<file path="src/rtl/core/sppq_pkg.sv">
`default_nettype none
// ----------------------------------------------------------------------------
// sppq_pkg
// Shared types and constants of the sorted point priority queue: operation,
// compare mode and status codes, and the command and status words that run
// between the controller and the datapath.
// ----------------------------------------------------------------------------
package sppq_pkg;

  // Default sizes of the queue.
  localparam int unsigned CapacityDef   = 16;
  localparam int unsigned CoordWidthDef = 16;

  // Fixed field widths of the interface.
  localparam int unsigned ModeW   = 2;
  localparam int unsigned StatusW = 2;
  localparam int unsigned OccW    = 5;

  // Operation codes.
  localparam logic FUNC_PUSH = 1'b0;
  localparam logic FUNC_POP  = 1'b1;

  // Compare modes. The unused code orders like x then y.
  localparam logic [ModeW-1:0] MODE_XY  = 2'd0;
  localparam logic [ModeW-1:0] MODE_YX  = 2'd1;
  localparam logic [ModeW-1:0] MODE_MAG = 2'd2;

  // Result status codes.
  localparam logic [StatusW-1:0] STAT_OK    = 2'd0;
  localparam logic [StatusW-1:0] STAT_EMPTY = 2'd1;
  localparam logic [StatusW-1:0] STAT_FULL  = 2'd2;

  // Commands from the controller to the datapath.
  typedef struct packed {
    logic capture;  // register the incoming word
    logic square;   // register the squares of the new point
    logic sum;      // register the squared magnitude
    logic commit;   // update the cells and load the result register
  } sppq_cmd_t;

  // Status from the datapath to the controller.
  typedef struct packed {
    logic is_pop;   // the word on the input is a pop
  } sppq_stat_t;

endpackage
`default_nettype wire

</file>
<file path="src/rtl/core/sppq_ctrl.sv">
`default_nettype none
// ----------------------------------------------------------------------------
// sppq_ctrl
// Controller of the priority queue: sequences a push through the squaring,
// sum and update steps, sends a pop straight to the update, and owns the
// valid of the result register.
// ----------------------------------------------------------------------------
module sppq_ctrl
  import sppq_pkg::*;
(
  input  wire logic       clk_i,
  input  wire logic       rst_ni,
  input  wire logic       in_valid_i,
  output logic            in_stall_o,
  output logic            out_valid_o,
  input  wire logic       out_stall_i,
  input  wire sppq_stat_t stat_i,
  output sppq_cmd_t       cmd_o
);

  typedef enum logic [3:0] {
    ST_IDLE   = 4'b0001,
    ST_SQUARE = 4'b0010,
    ST_SUM    = 4'b0100,
    ST_UPDATE = 4'b1000
  } state_e;

  state_e state_q, state_d;
  logic   out_valid_q, out_valid_d;
  logic   accept;
  logic   out_free;

  // A new word is taken only while idle.
  assign in_stall_o  = (state_q != ST_IDLE);
  assign accept      = in_valid_i && (state_q == ST_IDLE);
  assign out_free    = !out_valid_q || !out_stall_i;
  assign out_valid_o = out_valid_q;

  // Next state and commands.
  always_comb begin
    state_d        = state_q;
    cmd_o.capture  = 1'b0;
    cmd_o.square   = 1'b0;
    cmd_o.sum      = 1'b0;
    cmd_o.commit   = 1'b0;
    unique case (state_q)
      ST_IDLE: begin
        if (accept) begin
          cmd_o.capture = 1'b1;
          state_d       = stat_i.is_pop ? ST_UPDATE : ST_SQUARE;
        end
      end
      ST_SQUARE: begin
        cmd_o.square = 1'b1;
        state_d      = ST_SUM;
      end
      ST_SUM: begin
        cmd_o.sum = 1'b1;
        state_d   = ST_UPDATE;
      end
      ST_UPDATE: begin
        // Wait until the result register can take the new word.
        if (out_free) begin
          cmd_o.commit = 1'b1;
          state_d      = ST_IDLE;
        end
      end
      default: begin
        state_d = ST_IDLE;
      end
    endcase
  end

  // Result valid: set by a commit, cleared when the word is taken.
  always_comb begin
    out_valid_d = out_valid_q;
    if (out_valid_q && !out_stall_i) begin
      out_valid_d = 1'b0;
    end
    if (cmd_o.commit) begin
      out_valid_d = 1'b1;
    end
  end

  always_ff @(posedge clk_i or negedge rst_ni) begin
    if (!rst_ni) begin
      state_q     <= ST_IDLE;
      out_valid_q <= 1'b0;
    end else begin
      state_q     <= state_d;
      out_valid_q <= out_valid_d;
    end
  end

endmodule
`default_nettype wire

</file>
<file path="config.mk">
export PLATFORM = sky130hd
export DESIGN_NAME = sppq_ctrl
export DESIGN_NICKNAME = d
export VERILOG_FILES = /design/src/rtl/core/sppq_pkg.sv /design/src/rtl/core/sppq_ctrl.sv
export SDC_FILE = /design/constraint.sdc
export NUM_CORES = 1
export LEC_CHECK = 0
export BUFFER_PORTS_ARGS = -buffer_cell sky130_fd_sc_hd__buf_4
export CAP_MARGIN = 20
export CORE_AREA = 2 2 39 41
export DETAILED_ROUTE_END_ITERATION = 10
export DIE_AREA = 0 0 41 43
export GPL_TIMING_DRIVEN = 0
export SLEW_MARGIN = 20
export SYNTH_ARGS = -nofsm -noshare
export SYNTH_HDL_FRONTEND = slang
export SYNTH_SLANG_ARGS = --single-unit
</file>
<file path="constraint.sdc">
create_clock -name clk_i -period 1.27 [get_ports clk_i]
set_input_delay 0.1905 -clock clk_i [delete_from_list [all_inputs] [get_ports clk_i]]
set_output_delay 0.1905 -clock clk_i [all_outputs]
set_load 0.02 [all_outputs]
</file>
==> run metrics, run 1 <==
clk sinks 5; Seq cells post-synth 5; Post-Syn Nets 31; Vias 268; fin crit share 119%; Seq/Total Area, Yosys 47.2%; Tmin final 1.51 ns; critical-path maximum fanout 4; Max-Cap Viols 0; Max Slew Vio Count 0; Reg clk slew, reported paths 0.04 ns; gpl congestion 0.783; Die Wd 41 um; Syn. warnings 0; worst skew pair latency 0.24 ns; final setup fails 7; commonest cells in the netlist dfrtp_1, nand2_1, inv_1, nand3b_1, nor4b_1; CTS Buffer Depth 2; Initial Utilization 19.3%; DR WL/cell 10.4 um; outcome finished with violations; setup TNS -0.898 ns; number of enable flip-flop cells after synthesis 0; Die Area 1760 um2; initial antenna violation count 0; Yosys top cell area share 37.4%; main flop type after synthesis dfrtp_1; Ports 11; Design Area, Final 509 um2; Worst Setup End Kind output pin; Worst VDD drop 0.843 mV; first-pass GRT wire length 1100 um; Gate Count Post-Synth 26; hold_ws 0.181 ns; Rows 14; vias in the first global route 260; Leakage 0.000248 uW; overflow left after global routing 0; first-pass detailed-route iteration total 3; Worst EP required 1.08 ns; critical path type reg -> out; H-tree depth 1; async set or reset register ratio after synthesis 100%; Nets 53; residual DRC count 0; IO Port Bufs 10; Layout area overhead 90.2%; placed cell areas 369 um2; Core Footprint 1380 um2; Die Span Y 43 um; mapped cell area 268 um2; synth top area cells dfrtp_1, dfstp_2, nor4b_1; ant diodes 0; Mapped Avg Cell Area 10.3 um2; Setup WS post-layout -0.243 ns; Hold Vio Cnt, Final 0; # fillers 144; overall routed net length 658 um; Via density 4.25; largest net degree at the start of global routing 8; unrepaired setup endpoints after global routing yes; worst clock skew 0.00324 ns; CTS tree built; cell taking the most area after synthesis dfrtp_1; DRT iter0 DRCs 5; fin util 36.8%; share of post-route cells with drive strength above 1 68.1%; Startpoint Class flip-flop; GRT Total Usage 9.79%; Power Dens Cells 1540 nW/um2; arrival time worst endpoint 1.32 ns; Fmax 0.661 GHz; CTS root buf clkbuf_4; CTS Buf Count 3; most common cell in the netlist dfrtp_1; Final ANT Viol Nets 0; failing checks negative setup slack; Max-slew headroom 83.3%; number of library cell types mapped by synthesis 18; Hold Path Class in -> reg; Slew @ Worst Pin 0.247 ns
==> placed cells by master, fill, tap and decap left out, types with 2 or more instances in the layout <==
cell type / netlist / layout
buf_6: 0 / 6
dfrtp_2: 0 / 3
nand2_1: 3 / 3
nand3b_1: 2 / 2
inv_1: 2 / 2
nor4b_4: 0 / 2
clkbuf_4: 0 / 3
buf_4: 1 / 11
==> report_power, final <==
group | internal (uW) | switching [uW]
Sequential | 199 | 48.2
Clock | 118 | 56.8
Combinational | 213 | 148
Total | 530 | 253
==> state kept, by name, indices dropped and copies added (netlist names) <==
name         cells
out_valid_o      1
state_q          4
==> final timing paths <==
check,from,to,slack [ns],depth (start not counted)
worst max-delay path,state_q[0]$_DFFE_PN1P_,cmd_o[3],-0.24,3
worst min-delay path,out_stall_i,out_valid_o$_DFFE_PN0P_,0.18,3
worst max register to register,state_q[0]$_DFFE_PN1P_,state_q[3]$_DFFE_PN0P_,-0.02,4
worst min register to register,out_valid_o$_DFFE_PN0P_,out_valid_o$_DFFE_PN0P_,0.53,2
max in group asynchronous,rst_ni,state_q[0]$_DFFE_PN1P_,0.78,2
min in group asynchronous,rst_ni,out_valid_o$_DFFE_PN0P_,0.29,2
==> metal layers <==
metal	up-vias	part of all wire [%]	wire, um	GRT usage [%]
met1	122	44	290	12.1
met5	-	0	0	0
met2	12	47	310	12.2
met4	0	0	0	4.00
met3	0	8.5	56	7.85
li1	134	-	-	-
==> critical path: stages (launching register included) <==
cell and delay (ns):
dfstp_2 0.56, nor4b_4 0.23, and2_4 0.19, buf_6 0.11
==> cell families (layout without fill, tap and decap cells) <==
kind of cell,count (synthesis),after routing,synth area share [%]
buffers and inverters,3,24,5.61
AND/OR/NAND/NOR,14,14,37.4
AO/OA/AOI/OAI,4,4,9.81
flip-flops,5,5,47.2
==> metrics by stage <==
step	total power (uW)	setup WS, ns	cells
final	783	-0.243	63
after global routing	843	-0.314	63
after CTS	780	-0.240	63
after detailed placement	469	-0.0874	52
after global placement	465	-0.0839	52
after floorplan	378	0.00806	26
==> what timing repair did <==
action                     4_1_cts  5_1_grt
hold endpoints to repair         5        0
pin swaps                        1        1
hold buffers                     1        0
resized for setup               13        1
gates cloned                     0        0
setup endpoints to repair        5        8
buffers inserted                 6        0
==> layout make-up <==
type                       instances  area (um2)  share of cell area, %
clock buffer                       4        26.3                   5.16
timing repair buffer              17         153                   30.0
multi-input combinational         18         165                   32.4
inverter                           2        7.51                   1.47
buffer                             1        7.51                   1.47
sequential                         5         130                   25.6
tap                               16        20.0                   3.93
Note: power is estimated with default switching activity, not from simulation.
==> run 2: changes to the inputs <==
--- a/config.mk
+++ b/config.mk
@@ -9,4 +9,5 @@
 export CAP_MARGIN = 20
 export CORE_AREA = 2 2 39 41
+export CTS_BUF_LIST = sky130_fd_sc_hd__clkbuf_16
 export DETAILED_ROUTE_END_ITERATION = 10
 export DIE_AREA = 0 0 41 43
==> constraint.sdc (replaced) <==
create_clock -name clk_i -period 1.27 [get_ports clk_i]
set_input_delay 0.1905 -clock clk_i [delete_from_list [all_inputs] [get_ports clk_i]]
set_output_delay 0.1905 -clock clk_i [all_outputs]
set_load 0.1 [all_outputs]
==> run metrics, run 2 (same netlist as run 1, synthesis figures left out) <==
CTS Buffer Depth 2 (unchanged); Max-slew headroom 83.3% (about the same); met3 Use GR 7.85% (unchanged); Startpoint Class flip-flop; met2 Use GR 11.6% (-0.62 points); Buffers & Inverters on Critical Path 1 (unchanged); residual DRC count 0 (unchanged); Core Footprint 1380 um2 (unchanged); Die Area 1760 um2 (unchanged); Initial Utilization 19.3% (unchanged); Ports 11 (unchanged); first-pass detailed-route iteration total 2 (-1); IO Port Bufs 10 (unchanged); CTS tree built; Via density 4.37 (+2.7%); Crit path largest cell delay 0.57 ns (about the same); Design Area, Final 621 um2 (+22%); cell family with most CP delay flip-flops; H-tree depth 1 (unchanged); gr busiest metal met1; worst skew pair latency 0.23 ns (about the same); Rows 14 (unchanged); Fmax 0.638 GHz (-3.5%); Tmin final 1.57 ns (+0.0552 ns); DRT iter0 DRCs 2 (-3); clk sinks 5 (unchanged); Die Span Y 43 um (unchanged); Worst Setup End Kind output pin; Max-Cap Viols 0 (unchanged); Vias 284 (+6.0%); unrepaired setup endpoints after global routing yes; Worst VDD drop 0.966 mV (+15%); largest net degree at the start of global routing 8 (unchanged); Power Dens Cells 2220 nW/um2 (+44%); max reg flops 4 (unchanged); Reg clk slew, reported paths 0.03 ns (about the same); post-route insts no fill 65 (+3.2%); Setup WS post-layout -0.298 ns (-0.0552 ns); worst clock skew 0.00314 ns (-0.0000941 ns); Hold Path Class in -> reg; Hold Vio Cnt, Final 0 (unchanged); overall routed net length 660 um (+0.30%); Max Slew Vio Count 0 (unchanged); CTS root buf clkbuf_16; commonest cells after routing, fill and taps aside buf_4, buf_6; Placed Cells 52 (unchanged); Die Wd 41 um (unchanged); Worst EP required 1.08 ns (about the same); Slew @ Worst Pin 0.248 ns (+0.000522 ns); Layout area overhead 132%; share of post-route cells with drive strength above 1 71.4% (+3.3 points); failing checks negative setup slack; ant diodes 0 (unchanged); initial antenna violation count 0 (unchanged); final setup fails 8 (+1); arrival time worst endpoint 1.38 ns (+0.06 ns); Nets 55 (+3.8%); most common cell after layout, fill and taps aside buf_4; total design power 1380 uW (+76%); placed cell areas 402 um2 (+8.8%); CTS Buf Count 3 (unchanged); Post-Place Setup Slack -0.288 ns (-0.201 ns); register name with the most flops state_q; Final ANT Viol Nets 0 (unchanged); GRT met1 Usage 12.8% (+0.70 points); outcome finished with violations; overflow left after global routing 0 (unchanged); gpl congestion 0.732 (-6.6%); CP max stage cell dfstp_2; critical-path maximum fanout 5 (+1); DR WL/cell 10.2 um (-2.8%); GRT Total Usage 9.80% (+0.0099 points); CP Cell Sequence nor4b_4 > and2_4 > buf_12; first-pass GRT wire length 1100 um (+0.64%); Leakage 0.000292 uW (+17%); fin crit share 123% (+4.3 points); critical path type reg -> out; vias in the first global route 261 (+0.38%)
## run 2: cell count changes in the layout (fill, tap and decap cells not counted), sizes merged
cell / delta
buf: +2
inv: +1
clkbuf: -1
## run 2: layer usage
metal | vias to the layer above | part of all wire [%] | routed length [um]
li1 | 137 | - | -
met1 | 137 | 46 | 302
met2 | 10 | 46 | 302
met3 | 0 | 8.3 | 55
met4 | 0 | 0 | 0
met5 | - | 0 | 0
## run 2: report_power, final
part / switching, uW / total (uW) / internal (uW)
logic: 367 / 613 / 246
registers: 54.5 / 258 / 203
clock network: 98.5 / 506 / 407
## run 2: worst register-to-register path, stage by stage (launching register included)
cell and delay [ns]:
dfstp_2 0.57, nor4b_4 0.22, and2_4 0.20, buf_4 0.10, buf_6 0.09, a22o_2 0.13
## run 2: timing repair
item	in CTS	in global routing
hold buffers	1	0
endpoints found under the setup margin	7	8
pin swaps	3	1
hold endpoints to repair	5	0
resized for setup	16	2
buffers inserted	6	2
## run 2: worst paths after layout
| kind | start | end | slack, ns | depth (start not counted) |
|---|---|---|---|---|
| min | out_stall_i | out_valid_o$_DFFE_PN0P_ | 0.18 | 3 |
| max reg2reg | state_q[0]$_DFFE_PN1P_ | state_q[3]$_DFFE_PN0P_ | -0.10 | 5 |
| min reg2reg | state_q[0]$_DFFE_PN1P_ | state_q[0]$_DFFE_PN1P_ | 0.52 | 2 |
| min in group asynchronous | rst_ni | state_q[2]$_DFFE_PN0P_ | 0.31 | 2 |
| max in group asynchronous | rst_ni | state_q[0]$_DFFE_PN1P_ | 0.77 | 2 |
| max | state_q[0]$_DFFE_PN1P_ | cmd_o[3] | -0.30 | 3 |
## run 2: layout make-up
| cell class | count | area (um2) |
|---|---|---|
| Clock inverter | 1 | 3.75 |
| Fill cell | 127 | 763 |
| Tap cell | 16 | 20.0 |
| Timing Repair Buffer | 19 | 201 |
| Buffer | 1 | 7.51 |
| Clock buffer | 3 | 75.1 |
| Inverter | 2 | 7.51 |
| Sequential cell | 5 | 134 |
| Multi-Input combinational cell | 18 | 171 |
## run 2: metrics by stage
step	hold slack, ns	utilization [%]	setup TNS (ns)
2_1_floorplan	-0.105	-	-1.55
3_3_place_gp	-0.00706	29.0	-0.607
3_5_place_dp	-0.00609	29.0	-0.619
4_1_cts	0.179	43.2	-1.17
5_1_grt	0.201	44.8	-1.70
6_report	0.182	44.8	-1.25
==> run 3: changes to the inputs <==
- RECOVER_POWER: default -> 100
==> run metrics, run 3 (same netlist as run 1, synthesis figures left out) <==
outcome finished with violations; failing checks negative setup slack; Register-to-Register Path Depth 5 (unchanged); Via density 4.40 (+0.70%); overflow left after global routing 0 (unchanged); Vias 286 (+0.70%); DRT iter0 DRCs 2 (unchanged); Max-slew headroom 80.1% (-3.2 points); share of post-route cells with drive strength above 1 69.4% (-2.0 points); CTS Buffer Depth 2 (unchanged); worst skew pair latency 0.23 ns (about the same); largest net degree at the start of global routing 8 (unchanged); Nets 55 (unchanged); WL met3 54 um (-1.8%); first-pass GRT wire length 1100 um (unchanged); Worst EP required 1.08 ns (about the same); max reg flops 4 (unchanged); CTS Buf Count 3 (unchanged); Final ANT Viol Nets 0 (unchanged); IO Port Bufs 10 (unchanged); H-tree depth 1 (unchanged); met2 wire length 307 um (+1.7%); GRT Total Usage 9.80% (unchanged); Post-Place Setup Slack -0.288 ns (unchanged); M1 WL 296 um (-2.0%); clk sinks 5 (unchanged); commonest cells after routing, fill and taps aside buf_4, buf_6; Startpoint Class flip-flop; Layout area overhead 130%; Hold Vio Cnt, Final 0 (unchanged); Fmax 0.638 GHz (about the same); Rows 14 (unchanged); Die Area 1760 um2 (unchanged); Initial Utilization 19.3% (unchanged); overall routed net length 658 um (-0.30%); DR WL/cell 10.1 um (-0.30%); Worst setup startpoint state_q[0]$_DFFE_PN1P_; gpl congestion 0.732 (unchanged); final setup fails 8 (unchanged); Hold Crit Start out_stall_i; hold_ws 0.183 ns (+0.000529 ns); register name with the most flops state_q; Max-Cap Viols 0 (unchanged); Max Slew Vio Count 0 (unchanged); critical-path maximum fanout 5 (unchanged); Worst Setup End Kind output pin; post-route insts no fill 65 (unchanged); Placed Cells 52 (unchanged); residual DRC count 0 (unchanged); hold path cells 3 (unchanged); Hold Path Class in -> reg; # fillers 129 (+1.6%); fin crit share 123% (about the same); Reg clk slew, reported paths 0.03 ns (about the same); critical path type reg -> out; CP max stage cell dfstp_2; Leakage 0.000288 uW (-1.4%); Setup WS post-layout -0.298 ns (+0.000152 ns); Die Span Y 43 um (unchanged); Crit path largest cell delay 0.57 ns (about the same); DR top layer met3; Core Footprint 1380 um2 (unchanged); first-pass detailed-route iteration total 2 (unchanged); CTS tree built; Die Wd 41 um (unchanged); ant diodes 0 (unchanged); unrepaired setup endpoints after global routing yes; vias in the first global route 261 (unchanged); Worst VDD drop 0.964 mV (-0.18%); Power Dens Cells 2230 nW/um2 (+0.42%); Ports 11 (unchanged); Slew @ Worst Pin 0.301 ns (+0.0529 ns); arrival time worst endpoint 1.38 ns (about the same); CTS root buf clkbuf_16; worst clock skew 0.00285 ns (-0.000292 ns); initial antenna violation count 0 (unchanged); Tmin final 1.57 ns (-0.000152 ns); R2R Path Start state_q[0]$_DFFE_PN1P_; most common cell after layout, fill and taps aside buf_4; CP Cell Sequence nor4b_4 > and2_4 > buf_12
-- run 3: changes by cell type in the layout (fill, tap and decap cells not counted) --
cell,before,now
buf_4,11,9
clkbuf_1,0,1
clkbuf_4,0,1
-- run 3: worst paths after layout --
| check | to | slack, ns |
|---|---|---|
| worst max-delay path | cmd_o[3] | -0.30 |
| worst min-delay path | out_valid_o$_DFFE_PN0P_ | 0.18 |
| worst max register to register | state_q[3]$_DFFE_PN0P_ | -0.10 |
| worst min register to register | state_q[0]$_DFFE_PN1P_ | 0.52 |
| max in group asynchronous | state_q[0]$_DFFE_PN1P_ | 0.66 |
| min in group asynchronous | out_valid_o$_DFFE_PN0P_ | 0.35 |
-- run 3: layout make-up --
cell class                 instances  area [um2]  share of cell area, %
buffer                             1        7.51                   1.22
clock buffer                       3        75.1                   12.2
clock inverter                     1        3.75                  0.609
inverter                           2        7.51                   1.22
multi-input combinational         18         171                   27.8
sequential                         5         134                   21.7
tap                               16        20.0                   3.25
timing repair buffer              19         198                   32.0
-- run 3: metrics by stage --
step	setup TNS [ns]	utilization, %	total power [uW]	area [um2]
finish	-1.25	44.6	1370	617
global route	-1.70	44.6	1430	617
CTS	-1.17	43.2	1360	598
detailed placement	-0.619	29.0	718	402
global placement	-0.607	29.0	716	402
floorplan	-1.55	-	627	307
-- run 3: routing by layer --
metal  global-route usage [%]  vias up
met1                     12.8      139
met4                     4.00        0
met5                        0        -
met2                     11.6       10
met3                     7.85        0
li1                         -      137
-- run 3: worst max-delay path: cells and delay by family (launching register included) --
family,cells,cell delay (ns)
AND/OR/NAND/NOR,2,0.42
buffers and inverters,1,0.17
flip-flops,1,0.57
-- run 3: repair_timing --
item / in CTS / in global routing
gates resized for setup: 16 / 2
pin swaps: 3 / 1
hold endpoints to repair: 5 / 0
hold buffers: 1 / 0
setup endpoints to repair: 7 / 8
gates cloned: 0 / 0
setup buffers: 6 / 2
-- run 3: power breakdown --
part	switching [uW]	leakage, uW	internal [uW]
Combinational	367	0.000187	244
Clock	98.0	0.0000423	407
Sequential	54.5	0.0000584	203
Total	519	0.000288	855
